### src/hdl/tensor_index_converter_assert.svh
// ----------------------------------------------------------------------------
// Tensor index converter assertion macros
// Shared concurrent assertion forms, clocked on clk and muted during reset.
// ----------------------------------------------------------------------------
`ifndef TENSOR_INDEX_CONVERTER_ASSERT_SVH
`define TENSOR_INDEX_CONVERTER_ASSERT_SVH

// The consequent must hold in the same cycle as the antecedent.
`define TIC_ASSERT_NOW(lbl, pre, post, msg) \
  lbl: assert property (@(posedge clk) disable iff (!rst_n) (pre) |-> (post)) \
    else $error(msg);

// The consequent must hold in the cycle after the antecedent.
`define TIC_ASSERT_NEXT(lbl, pre, post, msg) \
  lbl: assert property (@(posedge clk) disable iff (!rst_n) (pre) |=> (post)) \
    else $error(msg);

`endif

### src/hdl/tic_pkg.sv
// ----------------------------------------------------------------------------
// Tensor index converter package
// Shared constants, codes and the pipeline control struct.
// ----------------------------------------------------------------------------
`default_nettype none

package tic_pkg;

  // Fixed geometry of the block.
  localparam int MAX_RANK     = 4;
  localparam int DIM_BITS_DEF = 12;
  localparam int LIN_BITS     = 48;
  localparam int RANK_BITS    = 3;
  localparam int RW           = 4;   // width of a clamped rank, holds MAX_RANK
  localparam int CFG_IDX_BITS = 3;
  localparam int STEPS        = 4;   // restoring division steps per stage
  localparam int SPD          = LIN_BITS / STEPS;  // stages per dimension
  localparam int NS           = MAX_RANK * SPD;    // divider stages

  // Request kinds.
  localparam logic REQ_SPLIT  = 1'b0;
  localparam logic REQ_OFFSET = 1'b1;

  // Register indexes.
  localparam logic [CFG_IDX_BITS-1:0] CFG_RANK = 3'd0;
  localparam logic [CFG_IDX_BITS-1:0] CFG_DIM0 = 3'd1;

  // Result error codes.
  typedef enum logic [1:0] {
    ERR_OK       = 2'd0,
    ERR_ZERO_DIM = 2'd1,
    ERR_RANK     = 2'd2
  } err_t;

  // Control that travels with each beat down the pipeline.
  typedef struct packed {
    logic vld;
    logic req;
    err_t err;
  } ctl_t;

endpackage

`default_nettype wire

### src/hdl/tic_div_stage.sv
// ----------------------------------------------------------------------------
// Tensor index converter pipeline stage
// Four restoring division steps on the running quotient, plus one Horner
// multiply-add step for the offset path in the first stages.
// ----------------------------------------------------------------------------
`default_nettype none

module tic_div_stage
  import tic_pkg::*;
#(
  parameter int DIM_BITS = DIM_BITS_DEF,
  parameter int DIV_DIM  = 0,
  parameter bit FIRST    = 1'b0,
  parameter bit LAST     = 1'b0,
  parameter bit H_EN     = 1'b0,
  parameter int H_DIM    = 0
) (
  input  wire logic                         clk,
  input  wire logic                         rst_n,
  input  wire logic                         en,
  input  wire ctl_t                         ctl_i,
  input  wire logic [LIN_BITS-1:0]          q_i,
  input  wire logic [DIM_BITS-1:0]          rem_i,
  input  wire logic [LIN_BITS-1:0]          acc_i,
  input  wire logic [MAX_RANK*DIM_BITS-1:0] crd_i,
  input  wire logic [MAX_RANK*DIM_BITS-1:0] idx_i,
  input  wire logic [DIM_BITS-1:0]          div_i,
  input  wire logic [DIM_BITS-1:0]          hsize_i,
  input  wire logic                         hact_i,
  output ctl_t                              ctl_o,
  output logic [LIN_BITS-1:0]               q_o,
  output logic [DIM_BITS-1:0]               rem_o,
  output logic [LIN_BITS-1:0]               acc_o,
  output logic [MAX_RANK*DIM_BITS-1:0]      crd_o,
  output logic [MAX_RANK*DIM_BITS-1:0]      idx_o
);

  ctl_t                          ctl_r;
  logic [LIN_BITS-1:0]           q_r, q_nxt;
  logic [DIM_BITS-1:0]           rem_r, rem_nxt;
  logic [LIN_BITS-1:0]           acc_r, acc_nxt;
  logic [MAX_RANK*DIM_BITS-1:0]  crd_r, crd_nxt;
  logic [MAX_RANK*DIM_BITS-1:0]  idx_r;
  logic [LIN_BITS+DIM_BITS-1:0]  prod;

  // Restoring division: shift one dividend bit into the remainder per step.
  always_comb begin
    logic [DIM_BITS:0] sh;
    rem_nxt = FIRST ? '0 : rem_i;
    q_nxt   = q_i;
    sh      = '0;
    for (int i = 0; i < STEPS; i++) begin
      sh    = {rem_nxt, q_nxt[LIN_BITS-1]};
      q_nxt = {q_nxt[LIN_BITS-2:0], 1'b0};
      if (sh >= {1'b0, div_i}) begin
        sh       = sh - {1'b0, div_i};
        q_nxt[0] = 1'b1;
      end
      rem_nxt = sh[DIM_BITS-1:0];
    end
    crd_nxt = crd_i;
    if (LAST) begin
      crd_nxt[DIV_DIM*DIM_BITS +: DIM_BITS] = rem_nxt;
    end
  end

  // Horner step of the offset: acc * size + aligned index.
  always_comb begin
    prod    = acc_i * hsize_i;
    acc_nxt = acc_i;
    if (H_EN && hact_i) begin
      acc_nxt = prod[LIN_BITS-1:0] + LIN_BITS'(idx_i[H_DIM*DIM_BITS +: DIM_BITS]);
    end
  end

  // Control register.
  always_ff @(posedge clk) begin
    if (!rst_n) begin
      ctl_r <= '0;
    end else if (en) begin
      ctl_r <= ctl_i;
    end
  end

  // Payload registers.
  always_ff @(posedge clk) begin
    if (en) begin
      q_r   <= q_nxt;
      rem_r <= rem_nxt;
      acc_r <= acc_nxt;
      crd_r <= crd_nxt;
      idx_r <= idx_i;
    end
  end

  assign ctl_o = ctl_r;
  assign q_o   = q_r;
  assign rem_o = rem_r;
  assign acc_o = acc_r;
  assign crd_o = crd_r;
  assign idx_o = idx_r;

endmodule

`default_nettype wire

### config.mk
export PLATFORM = sky130hd
export DESIGN_NAME = tic_div_stage
export DESIGN_NICKNAME = d
export VERILOG_FILES = /design/src/hdl/tensor_index_converter_assert.svh /design/src/hdl/tic_pkg.sv /design/src/hdl/tic_div_stage.sv
export SDC_FILE = /design/constraint.sdc
export NUM_CORES = 1
export LEC_CHECK = 0
export ABC_AREA = 1
export BUFFER_PORTS_ARGS = -buffer_cell sky130_fd_sc_hd__buf_2
export CORE_AREA = 3 3 173 175
export CTS_BUF_LIST = sky130_fd_sc_hd__clkbuf_16
export DETAILED_ROUTE_END_ITERATION = 12
export DIE_AREA = 0 0 176 178
export PLACE_DENSITY = 0.64
export REMOVE_ABC_BUFFERS = 1
export SYNTH_ARGS = -nofsm -noshare
export SYNTH_HDL_FRONTEND = slang
export SYNTH_SLANG_ARGS = --single-unit
### constraint.sdc
create_clock -name clk -period 9.5 [get_ports clk]
set_input_delay 0.95 -clock clk [delete_from_list [all_inputs] [get_ports clk]]
set_output_delay 0.95 -clock clk [all_outputs]
set_load 0.02 [all_outputs]
==> flow_summary.yaml <==
yosys:
  yosysWarnings: 0
  yosysSeqAreaShare_pct: 66.41
  syn_area_mm2: 0.009345
  avgSynthCellArea_um2: 12.33
  ys_ff_latch: 208
  synth_cell_type_count: 43
  synth_cells: 758
route:
  drt_pass1_iterations: 5
  antenna_left: 0
  routedWlPerCell_um: 17.39
  dr.first_iter.drc_count: 469
  drt-total-wl_um: 28020
  drc: 0
  num_vias: 7227
  via_per_inst: 4.486
floorplan:
  start_util_pct: 32.65
  die_area_mm2: 0.03133
  rows: 62
  die_w_um: 176
  die_h_um: 178
  ios: 444
  core-area_mm2: 0.02863
pwr:
  swShare_pct: 37.06
  p_per_area_mw_per_mm2: 272.8
  comb_power_share_pct: 40.5
  seqPwrFrac_pct: 34.3
  ir_worst_vdd_mv: 0.2332
  switchingPower_uw: 1284
  power_leakage_uw: 0.005921
  internal_power_uw: 2180
  p_clk_share_pct: 25.1
min_path:
  worstHoldStart: "ctl_o[3]"
  holdPathStages: 2
  min_to: "ctl_o[3]"
  hold_class: "reg2reg"
global_route:
  use_met1_pct: 20.98
  antenna_found_initial: 5
  grt_use_total_pct: 16.42
  gr-total-overflow: 0
  grt_max_degree: 127
  grt-busiest-layer: "met2"
  met2_usage_pct: 27.30
  use_met3_pct: 5.492
  grt_pass1_vias: 6795
  grt_pass1_wl_um: 39420
timing:
  final.setup.worst_slack_ns: 1.729
  finalHoldViolCount: 0
  timing.final.crit_share_pct: 81.80
  slew_headroom_pct: 28.44
  worst_pin_slew_ns: 1.073
  finClkSkew_ns: 0
  fin_setup_tns_ns: 0
  slew_viol_final: 0
  fin_crit_ns: 7.771
  clock.fmax_mhz: 128.7
  finalSetupViolations: 0
  timing.hold.ws_ns: 0.5025
  rsz0062_at_grt: "no"
critical_path:
  cp_max_fo: 20
  criticalPathCategory: "in2reg"
  critPathMostFrequentCell: "nand2_1"
  arrival_ns: 8.04
  worstPathRequired_ns: 9.77
  reg2reg_to: "ctl_o[1]"
  ff2ff_setup_slack_ns: 8.87
  start_kind: "input port"
  max_stage_delay_ns: 0.35
  reg2regPathDepth: 2
  worstSetupEndpointType: "flip-flop"
  r2r-start: "ctl_o[1]"
  cp_slowest_cell: "a31oi_1"
cts:
  insertion_delay_ns: 0.51
  clockBufferDepth: 3
  h-tree-depth: 1
  cts_tree: "built"
  cts_buffers: 23
  clkTransAtPathRegs_ns: 0.06
  cts_setup_buffers: 0
  cts_resized: 0
  holdBufCountCts: 0
  clock-sinks: 208
  cts_root_buffer: "clkbuf_16"
flow_run:
  cap_viol_max_count: 0
cells_and_area:
  layout-drive-gt1-share_pct: 41.14
  nets: 1496
  final_util_pct: 44.35
  synthToLayoutAreaGrowth_pct: 35.84
place:
  gp_congestion: 0.8766
  pre_cts_ws_ns: 1.216
  io_buffers: 430
  dp_hpwl_um: 22490
outcome:
  status: "finished, final reports clean"
cells in the final DEF (no fill, tap or decap), types with 7 or more instances in the layout:
| master | netlist | final |
|---|---|---|
| buf_2 | 3 | 429 |
| edfxtp_1 | 204 | 204 |
| nand2_1 | 167 | 167 |
| inv_1 | 83 | 84 |
| ha_1 | 48 | 48 |
| nand3_1 | 46 | 46 |
| nor2_1 | 32 | 32 |
| a21oi_1 | 29 | 29 |
| clkbuf_16 | 0 | 23 |
| o21ai_0 | 20 | 20 |
| xor2_1 | 17 | 17 |
| xnor2_1 | 16 | 16 |
| o21ai_1 | 13 | 13 |
| inv_2 | 9 | 9 |
| nand4_1 | 9 | 9 |
| nand3_2 | 7 | 7 |
kinds of logic (layout without fill, tap and decap cells):
kind of cell    Yosys count  after routing  synth area share [%]
compound gates           82             82                 4.981
simple gates            282            282                 13.78
flops                   208            208                 66.41
buf+inv                 101            568                 4.458
xor+xnor                 33             33                 3.093
fa+ha+maj                52             52                 7.284
other cells               0              2                     0
cell usage after synthesis:
cell,count,area share (%)
a211o_1,1,0.094
a21boi_0,1,0.080
a21o_1,2,0.16
a21oi_1,29,1.6
a21oi_2,1,0.094
a221oi_1,1,0.094
a31oi_1,3,0.20
buf_2,3,0.16
buf_4,3,0.24
buf_6,3,0.36
dfxtp_1,4,0.86
edfxtp_1,204,66
fa_1,4,0.86
ha_1,48,6.4
inv_1,83,3.3
inv_2,9,0.36
nand2_1,167,6.7
nand2_2,6,0.40
nand2_4,1,0.12
nand3_1,46,2.5
nand3_2,7,0.75
nand3_4,1,0.19
nand3b_1,1,0.080
nand4_1,9,0.60
nand4_4,1,0.23
nor2_1,32,1.3
nor2_2,2,0.13
nor2_8,1,0.21
nor3_2,1,0.11
nor4_1,1,0.067
nor4b_1,1,0.094
o2111ai_1,3,0.28
o211ai_1,1,0.080
o21a_1,3,0.24
o21ai_0,20,1.1
o21ai_1,13,0.70
o21ai_2,1,0.094
o21bai_1,3,0.24
or2_0,1,0.067
or2_1,1,0.067
or2_2,3,0.20
xnor2_1,16,1.5
xor2_1,17,1.6
per-stage QoR:
step                total power (µW)  std cells  area [µm²]
floorplan                       2218        749        9274
global placement                2596       1567       11950
detailed placement              2608       1567       11950
CTS                             3496       1609       12690
global route                    3721       1610       12690
finish                          3464       1611       12690
flip-flops by register name (all words and copies together), names as in the netlist:
signal / count
ctl_o: 4
idx_o: 48
q_o: 48
crd_o: 48
acc_o: 48
rem_o: 12
cell type report:
class | instances | area, µm²
diodes | 2 | 5.005
clock buffers | 23 | 575.6
clock inverters | 19 | 168.9
fillers | 2733 | 15930
inverters | 92 | 345.3
multi-input cells | 449 | 2723
flip-flops and latches | 208 | 6206
well taps | 384 | 480.5
repair buffers | 434 | 2191
layer usage:
metal / vias to the layer above / part of all wire [%]
met5: - / 0.046
met4: 2 / 1.8
met3: 38 / 10
met2: 290 / 48
met1: 3344 / 41
li1: 3553 / -
critical path: cells and delay by family:
family,cells,cell delay [ns]
AO/OA/AOI/OAI,9,1.96
adder cells (fa/ha/maj),4,1.30
buffers and inverters,7,0.92
AND/OR/NAND/NOR,23,2.87
power groups by stage:
stage	logic [µW]	registers (µW)	clock network, µW
CTS	1410	1190	898
finish	1400	1190	870
global placement	1390	1210	0
global route	1590	1200	932
floorplan	879	1340	0
detailed placement	1400	1210	0
worst max path at each step:
stage,start,to,slack (ns)
detailed placement,div_i[1],rem_o[4],1.22
floorplan,div_i[9],rem_o[1],1.60
global route,div_i[1],rem_o[4],0.89
CTS,div_i[1],rem_o[6],1.73
global placement,div_i[1],rem_o[4],1.26
finish,div_i[1],rem_o[6],1.73
Note: power is estimated with default switching activity, not from simulation.
